<file path="src/hdl/ogdi_pkg.sv">
// Shared types and constants for the occupancy grid disk inflation block.
// No dependencies; imported by ogdi_walk and occupancy_grid_disk_inflation.
package ogdi_pkg;

  localparam int COORD_W = 10;
  localparam int DIM_W   = 9;
  localparam int CELL_W  = 8;
  localparam int RAD_W   = 4;
  localparam int CFG_W   = 9;

  typedef enum logic [1:0] {
    OP_WRITE   = 2'd0,
    OP_READ    = 2'd1,
    OP_INFLATE = 2'd2,
    OP_NOP     = 2'd3
  } op_t;

  typedef enum logic [1:0] {
    CFG_RADIUS   = 2'd0,
    CFG_WIDTH    = 2'd1,
    CFG_HEIGHT   = 2'd2,
    CFG_OCCUPIED = 2'd3
  } cfg_idx_t;

  typedef enum logic [1:0] {
    ST_IDLE,
    ST_EXEC,
    ST_RDWAIT,
    ST_WALK
  } state_t;

  localparam logic STATUS_OK      = 1'b0;
  localparam logic STATUS_OFF_MAP = 1'b1;

  localparam logic [RAD_W-1:0]  RADIUS_RST   = 4'd3;
  localparam logic [DIM_W-1:0]  WIDTH_RST    = 9'd256;
  localparam logic [DIM_W-1:0]  HEIGHT_RST   = 9'd256;
  localparam logic [CELL_W-1:0] OCCUPIED_RST = 8'd100;

  // one step of the inflation walk
  typedef struct packed {
    logic             hit;   // cell lies on the disk: write it
    logic             last;  // final cell of the window
    logic [DIM_W-1:0] col;
    logic [DIM_W-1:0] row;
  } walk_t;

endpackage

</file>
<file path="src/hdl/ogdi_walk.sv">
// Inflation window walker: clamps the square window to the map and steps
// through it one cell per cycle, flagging cells inside the disk. Uses ogdi_pkg.
module ogdi_walk (
  input  logic                                   clk,
  input  logic                                   rst,
  input  logic                                   start,
  input  logic signed [ogdi_pkg::COORD_W-1:0]    centre_x,
  input  logic signed [ogdi_pkg::COORD_W-1:0]    centre_y,
  input  logic        [ogdi_pkg::DIM_W-1:0]      w_eff,
  input  logic        [ogdi_pkg::DIM_W-1:0]      h_eff,
  input  logic        [ogdi_pkg::RAD_W-1:0]      radius,
  output ogdi_pkg::walk_t                        walk
);
  import ogdi_pkg::*;

  logic                     active;
  logic [DIM_W-1:0]         walk_column;
  logic [DIM_W-1:0]         walk_row;
  logic [DIM_W-1:0]         x_lo, x_hi, y_hi;
  logic signed [COORD_W-1:0] cen_x, cen_y;

  logic [DIM_W-1:0]   x_lo_c, x_hi_c, y_lo_c, y_hi_c;
  logic signed [COORD_W:0] dx, dy;
  logic [COORD_W:0]   adx, ady;
  logic [2*RAD_W-1:0] sqx, sqy, r2;
  logic [2*RAD_W:0]   dist2;
  logic               near;

  // clamp a signed position to [0, lim-1]; lim is at least 1
  function automatic logic [DIM_W-1:0] clamp_dim(input logic signed [COORD_W:0] v,
                                                 input logic [DIM_W-1:0] lim);
    logic [DIM_W-1:0] top;
    top = lim - 1'b1;
    if (v[COORD_W])
      return '0;
    else if (v[COORD_W-1:0] > {1'b0, top})
      return top;
    else
      return v[DIM_W-1:0];
  endfunction

  always_comb begin
    x_lo_c = clamp_dim({centre_x[COORD_W-1], centre_x} - (COORD_W+1)'(radius), w_eff);
    x_hi_c = clamp_dim({centre_x[COORD_W-1], centre_x} + (COORD_W+1)'(radius), w_eff);
    y_lo_c = clamp_dim({centre_y[COORD_W-1], centre_y} - (COORD_W+1)'(radius), h_eff);
    y_hi_c = clamp_dim({centre_y[COORD_W-1], centre_y} + (COORD_W+1)'(radius), h_eff);
  end

  // far-off centres give large offsets; the square is taken only once in range
  always_comb begin
    dx    = $signed({2'b00, walk_column}) - $signed({cen_x[COORD_W-1], cen_x});
    dy    = $signed({2'b00, walk_row}) - $signed({cen_y[COORD_W-1], cen_y});
    adx   = dx[COORD_W] ? (COORD_W+1)'(-dx) : (COORD_W+1)'(dx);
    ady   = dy[COORD_W] ? (COORD_W+1)'(-dy) : (COORD_W+1)'(dy);
    near  = (adx <= (COORD_W+1)'(radius)) && (ady <= (COORD_W+1)'(radius));
    sqx   = adx[RAD_W-1:0] * adx[RAD_W-1:0];
    sqy   = ady[RAD_W-1:0] * ady[RAD_W-1:0];
    r2    = radius * radius;
    dist2 = {1'b0, sqx} + {1'b0, sqy};
  end

  always_comb begin
    walk.col  = walk_column;
    walk.row  = walk_row;
    walk.hit  = active && near && (dist2 <= {1'b0, r2});
    walk.last = active && (walk_column == x_hi) && (walk_row == y_hi);
  end

  always_ff @(posedge clk) begin
    if (rst) begin
      active      <= 1'b0;
      walk_column <= '0;
      walk_row    <= '0;
    end else if (start) begin
      active      <= 1'b1;
      walk_column <= x_lo_c;
      walk_row    <= y_lo_c;
    end else if (active) begin
      if (walk.last) begin
        active      <= 1'b0;
        walk_column <= '0;
        walk_row    <= '0;
      end else if (walk_column == x_hi) begin
        walk_column <= x_lo;
        walk_row    <= walk_row + 1'b1;
      end else begin
        walk_column <= walk_column + 1'b1;
      end
    end
  end

  always_ff @(posedge clk) begin
    if (start) begin
      x_lo  <= x_lo_c;
      x_hi  <= x_hi_c;
      y_hi  <= y_hi_c;
      cen_x <= centre_x;
      cen_y <= centre_y;
    end
  end

endmodule

</file>
<file path="config.mk">
export PLATFORM = sky130hd
export DESIGN_NAME = ogdi_walk
export DESIGN_NICKNAME = d
export VERILOG_FILES = /design/src/hdl/ogdi_pkg.sv /design/src/hdl/ogdi_walk.sv
export SDC_FILE = /design/constraint.sdc
export NUM_CORES = 1
export LEC_CHECK = 0
export BUFFER_PORTS_ARGS = -buffer_cell sky130_fd_sc_hd__buf_2
export CELL_PAD_IN_SITES_DETAIL_PLACEMENT = 0
export CELL_PAD_IN_SITES_GLOBAL_PLACEMENT = 1
export CORE_ASPECT_RATIO = 1.75
export CORE_MARGIN = 5
export CORE_UTILIZATION = 47
export CTS_CLUSTER_DIAMETER = 40
export DETAILED_ROUTE_END_ITERATION = 6
export PLACE_DENSITY = 0.87
export SLEW_MARGIN = 20
export SYNTH_ARGS = -nofsm -noshare
export SYNTH_HDL_FRONTEND = slang
export SYNTH_SLANG_ARGS = --single-unit
</file>
<file path="constraint.sdc">
create_clock -name clk -period 13.12 [get_ports clk]
set_input_delay 3.28 -clock clk [delete_from_list [all_inputs] [get_ports clk]]
set_output_delay 3.28 -clock clk [all_outputs]
set_load 0.01 [all_outputs]
</file>
-- Word level (Yosys, flattened, before mapping)
Index checks and enable logic that the tools add are counted.
- output and inout bits: 20
- logic and storage cells: 60
- register bits: 66
- input port bits: 45
- muxes and demuxes: 19
- multipliers: 3
- add/sub/neg operators: 13
- eq/ne operators: 2
- $lt $le $gt $ge: 7
- reduce and logical (&&, ||, !) cells: 8
- operators by type and width (cell ; count):
    $mux W9 ; 14
    $gt A10 B9 Y1 ; 4
    $mul A4 B4 Y8 ; 3
    $add A10 B5 Y11 ; 2
    $le A11 B4 Y1 ; 2
    $mux W11 ; 2
    $neg A11 Y11 ; 2
    $sub A10 B10 Y11 ; 2
    $sub A10 B5 Y11 ; 2
    $add A9 B1 Y9 const B ; 2
    $eq A9 B9 Y1 ; 2
    $sub A9 B1 Y9 const B ; 2
    $add A8 B8 Y9 ; 1
    $le A9 B8 Y1 ; 1
    $logic_and A1 B1 Y1 ; 5
    $mux W1 ; 3
    $reduce_bool A3 Y1 ; 1
    $reduce_and A2 Y1 ; 1
    $reduce_bool A2 Y1 ; 1

-- Longest topological paths before layout
- depth after elaboration: 7
- depth in mapped cells: 29
- depth with buffers taken out: 29

-- Worst setup path before layout
OpenSTA, ideal clock, no wires.
- path kind: register to output
- from: register walk_row[0]
- to: output walk[19] in the netlist's numbering
- cell stages (with the launch flop): 29
- slack: 2.742 ns
- path buffers: 0
- required time: 9.840 ns
- arrival: 7.098 ns
- cell sequence: dfxtp_1 -> inv_1 -> ha_1 -> fa_1 -> nand2b_1 -> a2111o_1 -> a21o_1 -> a21oi_1 -> nor2_1 -> xnor2_1 -> inv_1 -> nand2_1 -> fa_1 -> fa_1 -> fa_1 -> inv_1 -> fa_1 -> ha_1 -> fa_1 -> a21o_1 -> a21oi_1 -> xnor2_1 -> ha_1 -> nand4b_1 -> nor2_1 -> a21oi_1 -> a2111oi_0 -> o2111ai_1 -> a2111oi_2
- RTL lines (element ; line ; RTL):
    start, declared ; ogdi_walk.sv:18 ; logic [DIM_W-1:0] walk_row;
    start signal, assigned ; ogdi_walk.sv:77 ; walk_row <= y_lo_c;
    start signal, assigned ; ogdi_walk.sv:85 ; walk_row <= walk_row + 1'b1;
    end, declared ; ogdi_walk.sv:12 ; output ogdi_pkg::walk_t walk

==> reports/results.txt <==
area leader, netlist: edfxtp_1
Worst EP required: 9840 ps
Top delay family on crit path: adder cells
Placement Cell Area: 8720 sq um
commonest non-fill, non-tap cell in the layout: ha_1
Final nets: 1207
post-CTS setup buffers: 0
ratio of cells with drive above 1 in the final layout: 0.105
Max-Cap Viols: 0
Final Cycle Share: 0.864
initial antenna violation count: 0
largest net degree at the start of global routing: 55
commonest non-fill, non-tap cells in the layout: ha_1 (109), inv_1 (94), nor2_1 (79)
CTS root buf: clkbuf_16
Ant. Diodes: 0
GP Congestion: 1.01
DR pass1 iterations: 5
DRT iter0 DRCs: 306
Initial Util: 0.473
Pwr Density: 185 nW/um^2
first-pass GRT wire length: 37.6 mm
Synth area leaders: edfxtp_1 (17%), ha_1 (17%), xnor2_1 (5.1%), dfxtp_1 (4.6%), fa_1 (4.4%)
EDFF count, synth: 47
CP Data Arrival Time: 8050 ps
minimum clock period: 11330 ps
routed vias/inst: 5.82
clock buffer depth: 2
Detailed Place HPWL: 20.0 mm
hold endpoint: walk_row[1]
sequential fraction of the synthesis area: 0.219
depth of the worst register-to-register path: 8
Hold Crit Start: walk_row[1]
Critical path buffers and inverters: 4
clk sinks: 66
Synth Warn #: 0
Syn Inst Count: 982
Max IR drop VDD: 0.000153 V
Net Count, Synth: 1154
critical-path cell with the highest stage delay: fa_1
Slew Limit Fails: 0
post-route cell area: 9010 sq um
CTS tree: done
cts repair resizes: 0
Hold Crit Depth: 2
clock skew: 4.35 ps
crit path capture type: output port
worst slew pin tran: 1070 ps
worst-path maximum fanout: 8
unrepaired setup endpoints after global routing: no
Post-Syn Area: 8190 sq um
critical path class: reg2out
Layout area overhead: 10.1%
routed vias: 7391
clk_lat worst skew: 330 ps
Slew HR: 0.282
core area: 17300 sq um
Post-synth top flop: edfxtp_1
row count: 64
grt ovf: 0
routed len/inst: 18.8 microns
r2r setup slk: 10130 ps
die height: 185 microns
fmax: 88.2 MHz
IO Port Bufs: 64
CP Launch Type: register
GRT Total Usage: 0.240
Critical R2R Capture: walk_row[4]
syn_area_per_cell: 8.34 sq um
H-tree depth: 3
clock buffer count from CTS: 9
status: complete, no violations
final wirelength: 23.9 mm
ANT nets after route: 0
Hold-fix buffers, CTS: 0
full die area: 20300 sq um
# IOs: 65
die width: 110 microns
register bit count reported by yosys: 66
Fin Setup TNS: 0 ps
Design Power: 1.66 mW
RR Startpoint: walk_column[5]
Worst path most repeated cell: fa_1
slowest cell delay on critical path: 560 ps
vias in the first global route: 7668
final setup fails: 0
Synth async-reset ratio: 0
Min-Delay Path Class: reg2reg
DRC Markers: 0
leakage power figure: 4.02 nW
Final Hold Fails: 0
Reg clk slew, reported paths: 60 ps
Synth top area share: 0.172
post-synth cell types: 75
==> area by class of cell <==
type,count,area [sq um]
Timing Repair Buffer,68,350
Multi-Input combinational cell,795,5930
Fill cell,1697,8290
Inverter,95,357
Clock buffer,9,225
Sequential cell,66,1790
Clock inverter,7,62.6
Tap cell,231,289
==> registers in the layout (all words and copies together), names as in the netlist <==
name	count
y_hi	9
cen_x	10
x_lo	9
walk_column	9
x_hi	9
active	1
cen_y	10
walk_row	9
==> power by group <==
group | total, mW | internal, mW | switching, mW | leakage (nW)
Sequential | 0.264 | 0.245 | 0.0184 | 0.613
Clock | 0.231 | 0.131 | 0.0994 | 0.132
Combinational | 1.17 | 0.508 | 0.662 | 3.27
Total | 1.66 | 0.885 | 0.779 | 4.02
==> per-stage QoR <==
stage / util / worst slack, ps / cells / hold slack, ps
5_1_grt: 0.521 / 1330 / 1271 / 681
2_1_floorplan: - / 2740 / 982 / 577
4_1_cts: 0.521 / 1740 / 1271 / 631
3_5_place_dp: 0.504 / 2120 / 1255 / 621
6_report: 0.521 / 1790 / 1271 / 628
3_3_place_gp: 0.504 / 2280 / 1255 / 614
==> tightest hold or removal path: stages (launching register included) <==
cell	delay [ps]
dfxtp_1	370
inv_1	130
a211oi_1	70
==> how the worst max path moves through the flow <==
stage / startpoint / cells past startpoint / endpoint / slack (ps)
global placement: walk_row[0] / 29 / walk[19] / 2280
detailed placement: walk_row[0] / 28 / walk[19] / 2120
CTS: walk_row[0] / 28 / walk[19] / 1740
finish: walk_row[0] / 29 / walk[19] / 1790
floorplan: walk_row[0] / 28 / walk[19] / 2740
global route: walk_column[0] / 28 / walk[19] / 1330
==> cell usage after synthesis, types with 23 or more instances <==
| cell type | count |
|---|---|
| ha_1 | 109 |
| nand3_1 | 29 |
| xnor2_1 | 48 |
| o21ai_0 | 30 |
| inv_1 | 94 |
| nand2_1 | 61 |
| edfxtp_1 | 47 |
| a21oi_1 | 68 |
| xor2_1 | 41 |
| a211oi_1 | 23 |
| nor2_1 | 79 |
| nor3_1 | 45 |
==> metal layers <==
layer	global-route usage	vias up	wire length [microns]
li1	-	3664	-
met1	0.218	3459	8260
met5	0	-	0
met4	0.144	0	1500
met3	0.0343	81	845
met2	0.479	187	13300
==> kinds of logic (layout without fill, tap and decap cells) <==
group | after synthesis | after routing | share of synthesized area
AO/OA/AOI/OAI | 244 | 244 | 0.204
XOR/XNOR | 89 | 89 | 0.0952
adder cells (fa/ha/maj) | 127 | 127 | 0.211
buffers and inverters | 121 | 179 | 0.0562
flip-flops | 66 | 66 | 0.219
multiplexers | 17 | 17 | 0.0209
AND/OR/NAND/NOR | 318 | 318 | 0.194
Note: power is estimated with default switching activity, not from simulation.
